[config.mk]
export PLATFORM = sky130hd
export DESIGN_NAME = priority_filter_sorter
export DESIGN_NICKNAME = d
export VERILOG_FILES = /design/src/hw/rtl/pfs_pkg.sv /design/src/hw/rtl/priority_filter_sorter.sv /design/src/hw/rtl/pfs_cell.sv
export SDC_FILE = /design/constraint.sdc
export NUM_CORES = 1
export LEC_CHECK = 0
export ABC_CLOCK_PERIOD_IN_PS = 3200
export BUFFER_PORTS_ARGS = -buffer_cell sky130_fd_sc_hd__buf_4
export CORE_AREA = 5 5 165 167
export CTS_CLUSTER_SIZE = 24
export DETAILED_ROUTE_END_ITERATION = 8
export DIE_AREA = 0 0 170 172
export PLACE_DENSITY = 0.8
export SETUP_SLACK_MARGIN = 0.2
export SLEW_MARGIN = 20
export SYNTH_ARGS = -nofsm -noshare
export SYNTH_HDL_FRONTEND = slang
export SYNTH_SLANG_ARGS = --single-unit
[constraint.sdc]
create_clock -name clk_i -period 3.2 [get_ports clk_i]
set_clock_uncertainty 0.05 [all_clocks]
set_input_delay 0.16 -clock clk_i [delete_from_list [all_inputs] [get_ports clk_i]]
set_output_delay 0.16 -clock clk_i [all_outputs]
set_load 0.05 [all_outputs]
[src/hw/rtl/pfs_pkg.sv]
// ----------------------------------------------------------------------------
// pfs_pkg - shared types for the priority filter sorter
// Entry record held by each sort cell, cell control and sequencer states.
// ----------------------------------------------------------------------------
package pfs_pkg;

  localparam int unsigned Capacity = 16;
  localparam int unsigned TagW     = 8;
  localparam int unsigned PrioW    = 7;

  typedef struct packed {
    logic             valid;
    logic [TagW-1:0]  tag;
    logic [PrioW-1:0] prio;
  } entry_t;

  typedef struct packed {
    logic ins;    // insert the broadcast entry this cycle
    logic shift;  // emission: take the entry of the next cell up
  } cell_ctrl_t;

  typedef enum logic {
    ST_COLLECT,
    ST_EMIT
  } pfs_state_e;

endpackage

[src/hw/rtl/priority_filter_sorter.sv]
// ----------------------------------------------------------------------------
// priority_filter_sorter - filter, stable descending sort and emission
// Drops negative priorities, inserts kept entries into a chain of cells in
// descending order and streams them out when the last entry of a list lands.
// ----------------------------------------------------------------------------
//  port group   dir  tdata (low bit up)                      tlast       tuser
//  s_axis_*     in   entry_tag[7:0], priority_req[15:8]      last_entry  -
//  m_axis_*     out  sorted_tag[7:0], sorted_priority[14:8]  run_end     overflow
//
//  Collect: one word per cycle; every cell compares and shifts in parallel.
//  Emission: one word per cycle from cell 0 while m_axis_tready is high, the
//  chain shifting towards it; the first word is offered in the cycle after the
//  last entry is taken, and input is taken again with no gap after the last word.
//  An empty list passes through the emit state before collecting resumes.
//  Input is held off (s_axis_tready low) while a list is being emitted.
//  Reset clears the cells, the overflow flag and the sequencer.
//  Output stalls simply freeze the chain; data is taken straight from cell 0.
// ----------------------------------------------------------------------------
module priority_filter_sorter import pfs_pkg::*; (
  input  logic        clk_i,
  input  logic        rst_ni,
  input  logic        s_axis_tvalid,
  output logic        s_axis_tready,
  input  logic [15:0] s_axis_tdata,   // entry_tag[7:0], priority_req[15:8]
  input  logic        s_axis_tlast,   // last_entry
  output logic        m_axis_tvalid,
  input  logic        m_axis_tready,
  output logic [15:0] m_axis_tdata,   // sorted_tag[7:0], sorted_priority[14:8], 0
  output logic        m_axis_tlast,   // run_end
  output logic        m_axis_tuser    // overflow
);

  pfs_state_e state_q, state_d;
  logic       ovf_q, ovf_d;

  entry_t     chain [Capacity];
  logic       after [Capacity];
  logic [Capacity-1:0] valid_vec;
  entry_t     new_entry;
  cell_ctrl_t ctrl;

  logic s_acc, m_acc, keep, full;

  // sign bit of priority_req set: entry dropped
  assign keep  = !s_axis_tdata[15];
  assign full  = chain[Capacity-1].valid;
  assign s_acc = s_axis_tvalid && s_axis_tready;
  assign m_acc = m_axis_tvalid && m_axis_tready;

  always_comb begin
    new_entry       = '0;
    new_entry.valid = 1'b1;
    new_entry.tag   = s_axis_tdata[7:0];
    new_entry.prio  = s_axis_tdata[14:8];
  end

  // --- sequencer: next state -------------------------------------------------
  always_comb begin
    state_d = state_q;
    ovf_d   = ovf_q;
    case (state_q)
      ST_COLLECT: begin
        if (s_acc && keep && full) begin
          ovf_d = 1'b1;
        end
        if (s_acc && s_axis_tlast) begin
          state_d = ST_EMIT;
        end
      end
      ST_EMIT: begin
        // empty list, or final word taken
        if (!chain[0].valid || (m_acc && m_axis_tlast)) begin
          state_d = ST_COLLECT;
          ovf_d   = 1'b0;
        end
      end
      default: begin
        state_d = ST_COLLECT;
      end
    endcase
  end

  // --- sequencer: outputs ----------------------------------------------------
  always_comb begin
    s_axis_tready = 1'b0;
    m_axis_tvalid = 1'b0;
    ctrl          = '0;
    case (state_q)
      ST_COLLECT: begin
        s_axis_tready = 1'b1;
        ctrl.ins      = s_acc && keep && !full;
      end
      ST_EMIT: begin
        m_axis_tvalid = chain[0].valid;
        ctrl.shift    = m_acc;
      end
      default: begin
        s_axis_tready = 1'b0;
      end
    endcase
  end

  always_ff @(posedge clk_i or negedge rst_ni) begin
    if (!rst_ni) begin
      state_q <= ST_COLLECT;
      ovf_q   <= 1'b0;
    end else begin
      state_q <= state_d;
      ovf_q   <= ovf_d;
    end
  end

  // --- cell chain ------------------------------------------------------------
  for (genvar i = 0; i < Capacity; i++) begin : g_cell
    entry_t prev_e, next_e;
    logic   prev_after;

    if (i == 0) begin : g_head
      assign prev_e     = '0;
      assign prev_after = 1'b1;
    end else begin : g_body
      assign prev_e     = chain[i-1];
      assign prev_after = after[i-1];
    end

    if (i == Capacity - 1) begin : g_tail
      assign next_e = '0;
    end else begin : g_inner
      assign next_e = chain[i+1];
    end

    pfs_cell u_cell (
      .clk_i        (clk_i),
      .rst_ni       (rst_ni),
      .ctrl_i       (ctrl),
      .new_i        (new_entry),
      .prev_i       (prev_e),
      .prev_after_i (prev_after),
      .next_i       (next_e),
      .entry_o      (chain[i]),
      .after_o      (after[i])
    );

    assign valid_vec[i] = chain[i].valid;
  end

  // --- output word -----------------------------------------------------------
  assign m_axis_tdata = {1'b0, chain[0].prio, chain[0].tag};
  assign m_axis_tlast = chain[0].valid && !chain[1].valid;
  assign m_axis_tuser = ovf_q;

  // --- assertions ------------------------------------------------------------
  // held entries always form an unbroken run from the head
  a_contiguous: assert property (@(posedge clk_i) disable iff (!rst_ni)
    $onehot({1'b0, valid_vec} + {{Capacity{1'b0}}, 1'b1}))
    else $error("cell chain holds a gap");

  a_no_out_collect: assert property (@(posedge clk_i) disable iff (!rst_ni)
    (state_q == ST_COLLECT) |-> !m_axis_tvalid)
    else $error("result offered while collecting");

  a_emit_continues: assert property (@(posedge clk_i) disable iff (!rst_ni)
    (m_acc && !m_axis_tlast) |=> m_axis_tvalid)
    else $error("emission broke off before run end");

  a_run_clears: assert property (@(posedge clk_i) disable iff (!rst_ni)
    (m_acc && m_axis_tlast) |=> (state_q == ST_COLLECT) && !ovf_q && !chain[0].valid)
    else $error("state not cleared after run end");

endmodule

[src/hw/rtl/pfs_cell.sv]
// ----------------------------------------------------------------------------
// pfs_cell - one compare-and-shift cell of the sort chain
// Holds one entry; on insert keeps, takes the new entry or takes its lower
// neighbour's; on emission takes its upper neighbour's.
// ----------------------------------------------------------------------------
module pfs_cell import pfs_pkg::*; (
  input  logic       clk_i,
  input  logic       rst_ni,
  input  cell_ctrl_t ctrl_i,
  input  entry_t     new_i,        // broadcast entry (valid ignored)
  input  entry_t     prev_i,       // cell one place nearer the head
  input  logic       prev_after_i, // new entry goes after the previous cell
  input  entry_t     next_i,       // cell one place further from the head
  output entry_t     entry_o,
  output logic       after_o       // new entry goes after this cell
);

  entry_t entry_q, entry_d;

  // equal priority stays ahead: stable order
  assign after_o = entry_q.valid && (entry_q.prio >= new_i.prio);

  always_comb begin
    entry_d = entry_q;
    if (ctrl_i.shift) begin
      entry_d = next_i;
    end else if (ctrl_i.ins && !after_o) begin
      if (prev_after_i) begin
        entry_d       = new_i;
        entry_d.valid = 1'b1;
      end else begin
        entry_d = prev_i;
      end
    end
  end

  always_ff @(posedge clk_i or negedge rst_ni) begin
    if (!rst_ni) begin
      entry_q <= '0;
    end else begin
      entry_q <= entry_d;
    end
  end

  assign entry_o = entry_q;

endmodule
# ---- After elaboration in Yosys (flattened, before gate mapping)
# Cells that the tools add are included.
dict set report word_totals {
  output_inout_bits 20
  wordCells 204
  reg_bits 258
  in_bits 21
}
dict set report classes {
  reduce_logical 78
  n_eq_ne 2
  n_bitwise 1
  order_cmp 16
  mux 57
}
# cell count
set ops {}
lappend ops {{$mux W16} 47}
lappend ops {{$ge A7 B7 Y1} 16}
lappend ops {{$logic_and A1 B1 Y1} 40}
lappend ops {{$reduce_bool A2 Y1} 16}
lappend ops {{$logic_not A1 Y1} 20}
lappend ops {{$mux W1} 8}
lappend ops {{$pmux W1 S2} 2}
lappend ops {{$ne A2 B1 Y1 const B} 1}
lappend ops {{$ne A2 B2 Y1 const B} 1}
lappend ops {{$reduce_and A2 Y1} 1}
lappend ops {{$logic_or A1 B1 Y1} 1}
lappend ops {{$not A1 Y1} 1}

# ---- Depth between registers and ports, before layout
dict set report depth {
  ltp_word 8
  ltp_mapped 10
  mapped_depth_nobuf 8
}

# ---- Hierarchy
# From an unflattened synthesis, not the netlist that was laid out.
dict set report unflattened {
  hier_cells 1938
  hier_area_um2 18362.6
}
# module cells_each instances area_each_um2 seq_area_each_um2
set modules_own_cells {}
lappend modules_own_cells {pfs_cell 120 16 1138.6 400.4}
lappend modules_own_cells {priority_filter_sorter 18 1 145.1 50.0}

# ---- Least setup slack after synthesis
# OpenSTA, ideal clock, no wires.
dict set report synth_timing {
  path_type {input -> register}
  from {input port s_axis_tdata[13]}
  to {register g_cell[11].u_cell.entry_q, in the netlist g_cell[11].u_cell.entry_o[11]}
  cell_stages 9
  required_ns 3.024
  setup_time_ns 0.126
  path_slack_ns 0.814
  arrival_time_ns 2.210
  path_buffers 1
  cell_sequence {inv_1 ha_1 a21o_1 a221oi_1 o21ai_1 nand2_2 buf_6 mux2_2 a221o_1}
}
dict set report synth_between {
  elab_chain_len 5
  elab_cells_between_ends 10
  classes_between {order compare (2); mux (3); reduce/logical (5)}
}
# element line_no
set synth_lines {}
lappend synth_lines {{start, declared} priority_filter_sorter.sv:24} ;# input logic [15:0] s_axis_tdata,
lappend synth_lines {{$ge A7 B7 Y1} pfs_cell.sv:21} ;# assign after_o = entry_q.valid && (entry_q.prio >= new_i.prio);
lappend synth_lines {{$logic_and A1 B1 Y1} pfs_cell.sv:21}
lappend synth_lines {{$mux W16 or $logic_not A1 Y1 (tied branches)} {pfs_cell.sv:28, pfs_cell.sv:27}}
lappend synth_lines {{$mux W16 or $logic_and A1 B1 Y1 (tied branches)} pfs_cell.sv:27} ;# end else if (ctrl_i.ins && !after_o) begin
lappend synth_lines {{$mux W16 or $reduce_bool A2 Y1 (tied branches)} -}
lappend synth_lines {{end signal, assigned} pfs_cell.sv:41} ;# entry_q <= entry_d;
lappend synth_lines {{end, declared} pfs_cell.sv:18} ;# entry_t entry_q, entry_d;
# Several ways; a longest one is shown, not always the timed one. The select of a mux whose other input is x is not followed.
# A chain may end at the register's enable or synchronous reset.

# ---- Worst setup path after layout
dict set report layout_timing {
  from {input port s_axis_tdata[8]}
  to {register g_cell[0].u_cell.entry_q, in the netlist g_cell[0].u_cell.entry_o[3]}
}
dict set report layout_between {
  elab_chain_len 5
}
# element line_no
set layout_lines {}
lappend layout_lines {{$ge A7 B7 Y1} pfs_cell.sv:21}
lappend layout_lines {{$logic_and A1 B1 Y1} pfs_cell.sv:21}
lappend layout_lines {{$logic_not A1 Y1} pfs_cell.sv:27}
lappend layout_lines {{$logic_and A1 B1 Y1} pfs_cell.sv:27}
lappend layout_lines {{$reduce_bool A2 Y1 (no source line)} -}
lappend layout_lines {{end signal, assigned} pfs_cell.sv:41}
lappend layout_lines {{end, declared} pfs_cell.sv:18}
# Every way passes these cells.

==> impl_table.tex <==
\begin{tabular}{lr}
\hline
Metric & Value \\
\hline
\multicolumn{2}{l}{\textbf{Logic synthesis}} \\
Number of register bits inferred by synthesis & 258 \\
Cell variety after synth & 59 \\
Main synth FF type & dfrtp\_1 \\
Number of enable flip-flop cells after synthesis & 0 \\
Sequential fraction of the synthesis area & 40.2\% \\
Fraction of registers with async set/reset & 100\% \\
Total number of yosys warnings & 0 \\
Mapped Nets & 1775 \\
Mapped cell area & 16100 sq um \\
Mapped Cells & 1649 \\
Syn Area/Cell & 9.75 sq um \\
\multicolumn{2}{l}{\textbf{Timing}} \\
Fmax & 0.365 GHz \\
\# setup viols final & 0 \\
Final Hold Vio Count & 0 \\
Period utilisation layout & 85.7\% \\
Aggregate negative setup slack & 0 ps \\
Final number of max-transition violations & 0 \\
Hold slack & 29.4 ps \\
Actual slew at the worst max-slew pin & 1070 ps \\
Time the final worst path needs with I/O delays and setup & 2740 ps \\
Unrepaired setup endpoints after global routing & false \\
Max-slew headroom at the worst pin & 28.2\% \\
\multicolumn{2}{l}{\textbf{Floorplan}} \\
Floorplan row count & 59 \\
Number of ports placed on the die boundary & 41 \\
Vertical die dimension & 172 um \\
Floorplan die width & 170 um \\
Area of the die & 29200 sq um \\
Area of the core & 25600 sq um \\
Initial cell density of the core & 62.7\% \\
\multicolumn{2}{l}{\textbf{Power}} \\
Sw frac & 42.3\% \\
Sw Pwr & 7.84 mW \\
Pwr Density & 1040 nW/um\^{}2 \\
Clock group share of total power & 20.5\% \\
Static Leak & 8.74 nW \\
VDD IR-drop max & 0.747 mV \\
Combinational group share of total power & 44.4\% \\
Design Power & 18.5 mW \\
Sequential share of power & 35.1\% \\
Cell internal power dissipation & 10.7 mW \\
\multicolumn{2}{l}{\textbf{Critical path}} \\
Series of cell instances along the critical path & dlygate4sd3\_1, buf\_4, ha\_1, nand2b\_1, a2111oi\_2, nor4b\_2, o31ai\_4, a31oi\_1 \\
CP startpoint & s\_axis\_tdata[8] \\
Startpoint of the lowest-slack register-to-register path & g\_cell[0].u\_cell.entry\_o[0] \\
Worst setup path class & in2reg \\
Arrival time worst endpoint & 3070 ps \\
CP max stage cell & o31ai\_4 \\
Worst path bufs/invs & 2 \\
Startpoint kind of the worst setup timing path & primary input \\
CP delay by family, top & compound AO/OA/AOI/OAI gates \\
Worst R2R Path Depth & 7 \\
Data required time of the critical path & 3530 ps \\
Type of element capturing the critical path & flip-flop \\
Stages on worst setup path & 8 \\
Stage delay of the slowest cell on the critical path & 870 ps \\
Maximum net fanout on the critical path & 30 \\
\multicolumn{2}{l}{\textbf{Clocking}} \\
TritonCTS Buffers & 29 \\
CTS H-tree lvls & 1 \\
CTS tree & built \\
Latest clock arrival within the worst-skew pair & 570 ps \\
Clock transition at the register clock pins on the worst setup and hold paths after CTS & 60 ps \\
Number of gates given a new drive strength after cts & 0 \\
Maximum clock path buffer count & 3 \\
Root Buffer Master & clkbuf\_16 \\
TritonCTS sink count & 258 \\
\multicolumn{2}{l}{\textbf{Final layout}} \\
Ant. Diodes & 0 \\
Utilization of the core after routing & 69.7\% \\
Area growth from synthesis to layout & 11.0\% \\
Nets & 1776 \\
Proportion of layout cells with a drive suffix above 1 & 12.2\% \\
\multicolumn{2}{l}{\textbf{Global route}} \\
Largest net degree at the start of global routing & 108 \\
Global-route total usage across every layer & 31.7\% \\
Overflow after GRT & 0 \\
Wire length of the first global-routing pass & 74800 um \\
Via count of the first global-routing pass & 14100 \\
Initial antenna violation count & 0 \\
\multicolumn{2}{l}{\textbf{Drt}} \\
Total via count in the routed design & 13600 \\
Count of routing violations after the opening detailed-route iteration & 1374 \\
Final WL & 46600 um \\
Wire per inst & 23.2 um \\
Pre-antenna DRT Iters & 5 \\
Count of nets left with antenna violations after detail routing & 0 \\
Residual DRC count & 0 \\
Avg Vias per Cell & 6.79 \\
\multicolumn{2}{l}{\textbf{Flow run}} \\
Number of max-cap violations & 0 \\
\multicolumn{2}{l}{\textbf{Placement}} \\
Half-perimeter wire length of the detailed placement result & 31100 um \\
Final estimated routing congestion in global placement & 0.909 \\
Count of input and output buffers & 39 \\
\multicolumn{2}{l}{\textbf{Hold path}} \\
Number of instances on the worst hold path & 4 \\
Hold Crit Class & in2reg \\
HP Start & s\_axis\_tvalid \\
\multicolumn{2}{l}{\textbf{Outcome}} \\
Outcome & completed \\
\hline
\end{tabular}
layout by cell type, fill, tap and decap left out, drive strengths merged, types with 3 or more instances in the layout:
cell and count:
a211o 7, a211oi 45, a21o 9, a21oi 81
a221o 30, a221oi 6, a22oi 16, a31oi 34
and2 31, and3 7, buf 98, bufinv 7
clkbuf 41, clkinv 3, dfrtp 258, dlygate4sd3 15
ha 105, inv 32, mux2 15, mux2i 212
nand2 164, nand2b 13, nand3 80, nand4 7
nor2 98, nor2b 6, nor3 34, o211ai 79
o21a 5, o21ai 75, o22ai 34, o2bb2ai 3
o311ai 7
logic make-up (layout without fill, tap and decap cells):
| logic type | after synthesis | after routing | synth area share, % |
|---|---|---|---|
| DFF | 258 | 258 | 40.2 |
| adders and majority gates | 105 | 105 | 8.17 |
| other | 1 | 1 | 0.0233 |
| and+or+nand+nor | 444 | 444 | 12.8 |
| buffers and inverters | 174 | 198 | 5.36 |
| muxes | 227 | 227 | 14.3 |
| AOI/OAI and AO/OA | 440 | 440 | 19.2 |
routing by layer:
metal	global-route usage, %	vias up	wire (um)
met1	39.7	6726	18100
li1	-	6098	-
met2	53.6	629	22600
met3	4.94	173	3300
met4	15.8	0	2610
met5	0	-	0
cell type report:
type                    instances  area [sq um]
clock inverters                13           249
repair buffers                113           981
clock buffers                  41           841
fillers                      1871          7770
inverters                      31           116
multi-input cells            1217          8780
flip-flops and latches        258          6460
well taps                     335           419
flip-flops by register name, indices dropped and copies added (netlist names):
| register | count |
|---|---|
| state_q | 1 |
| g_cell.u_cell.entry_o | 256 |
| m_axis_tuser | 1 |
power by group through the flow:
stage                     clock network, mW  registers, mW  logic, mW
after floorplan                           0           5.80       6.53
after global placement                    0           6.44       7.75
after detailed placement                  0           6.47       8.09
after CTS                              3.82           6.44       8.18
after global routing                   3.95           6.66       9.04
final                                  3.80           6.50       8.21
worst register-to-register path, cell delays in order, from the launching register on:
cell       delay [ps]
dfrtp_1           390
inv_1              60
ha_1              260
nand2b_1          150
a2111oi_2         400
nor4b_2           150
o31ai_4           870
a31oi_1           190
per-stage QoR:
stage	instances	setup slack, ps	instance area (sq um)
after floorplan	1649	814	16100
final	2008	459	17800
after CTS	2008	439	17800
after global routing	2008	265	17800
after detailed placement	1939	292	16600
after global placement	1939	434	16600
final timing paths:
check | to | slack [ps]
hold / removal | g_cell[15].u_cell.entry_o[15] | 30
setup / recovery | g_cell[0].u_cell.entry_o[3] | 460
min in group asynchronous | g_cell[9].u_cell.entry_o[13] | 210
setup reg to reg | g_cell[0].u_cell.entry_o[3] | 500
max in group asynchronous | g_cell[1].u_cell.entry_o[6] | 1990
hold reg to reg | g_cell[15].u_cell.entry_o[12] | 430
synth_stat cells (all sizes together) (9+ instances only):
library cell / instances / area [sq um]
dfrtp: 258 / 6460
mux2i: 212 / 2120
nand2: 164 / 636
ha: 105 / 1310
nor2: 98 / 388
buf: 84 / 523
a21oi: 81 / 443
nand3: 80 / 400
o211ai: 79 / 593
o21ai: 75 / 383
clkbuf: 59 / 223
a211oi: 45 / 388
a31oi: 34 / 243
nor3: 34 / 181
o22ai: 34 / 213
and2: 31 / 194
inv: 31 / 116
a221o: 30 / 300
a22oi: 16 / 120
mux2: 15 / 169
nand2b: 13 / 88.8
a21o: 9 / 67.6
what timing repair did:
action,4_1_cts,5_1_grt
buffers inserted,0,0
hold buffers,15,0
endpoints found under the hold margin,113,0
Power figures use the tool's default switching activity.
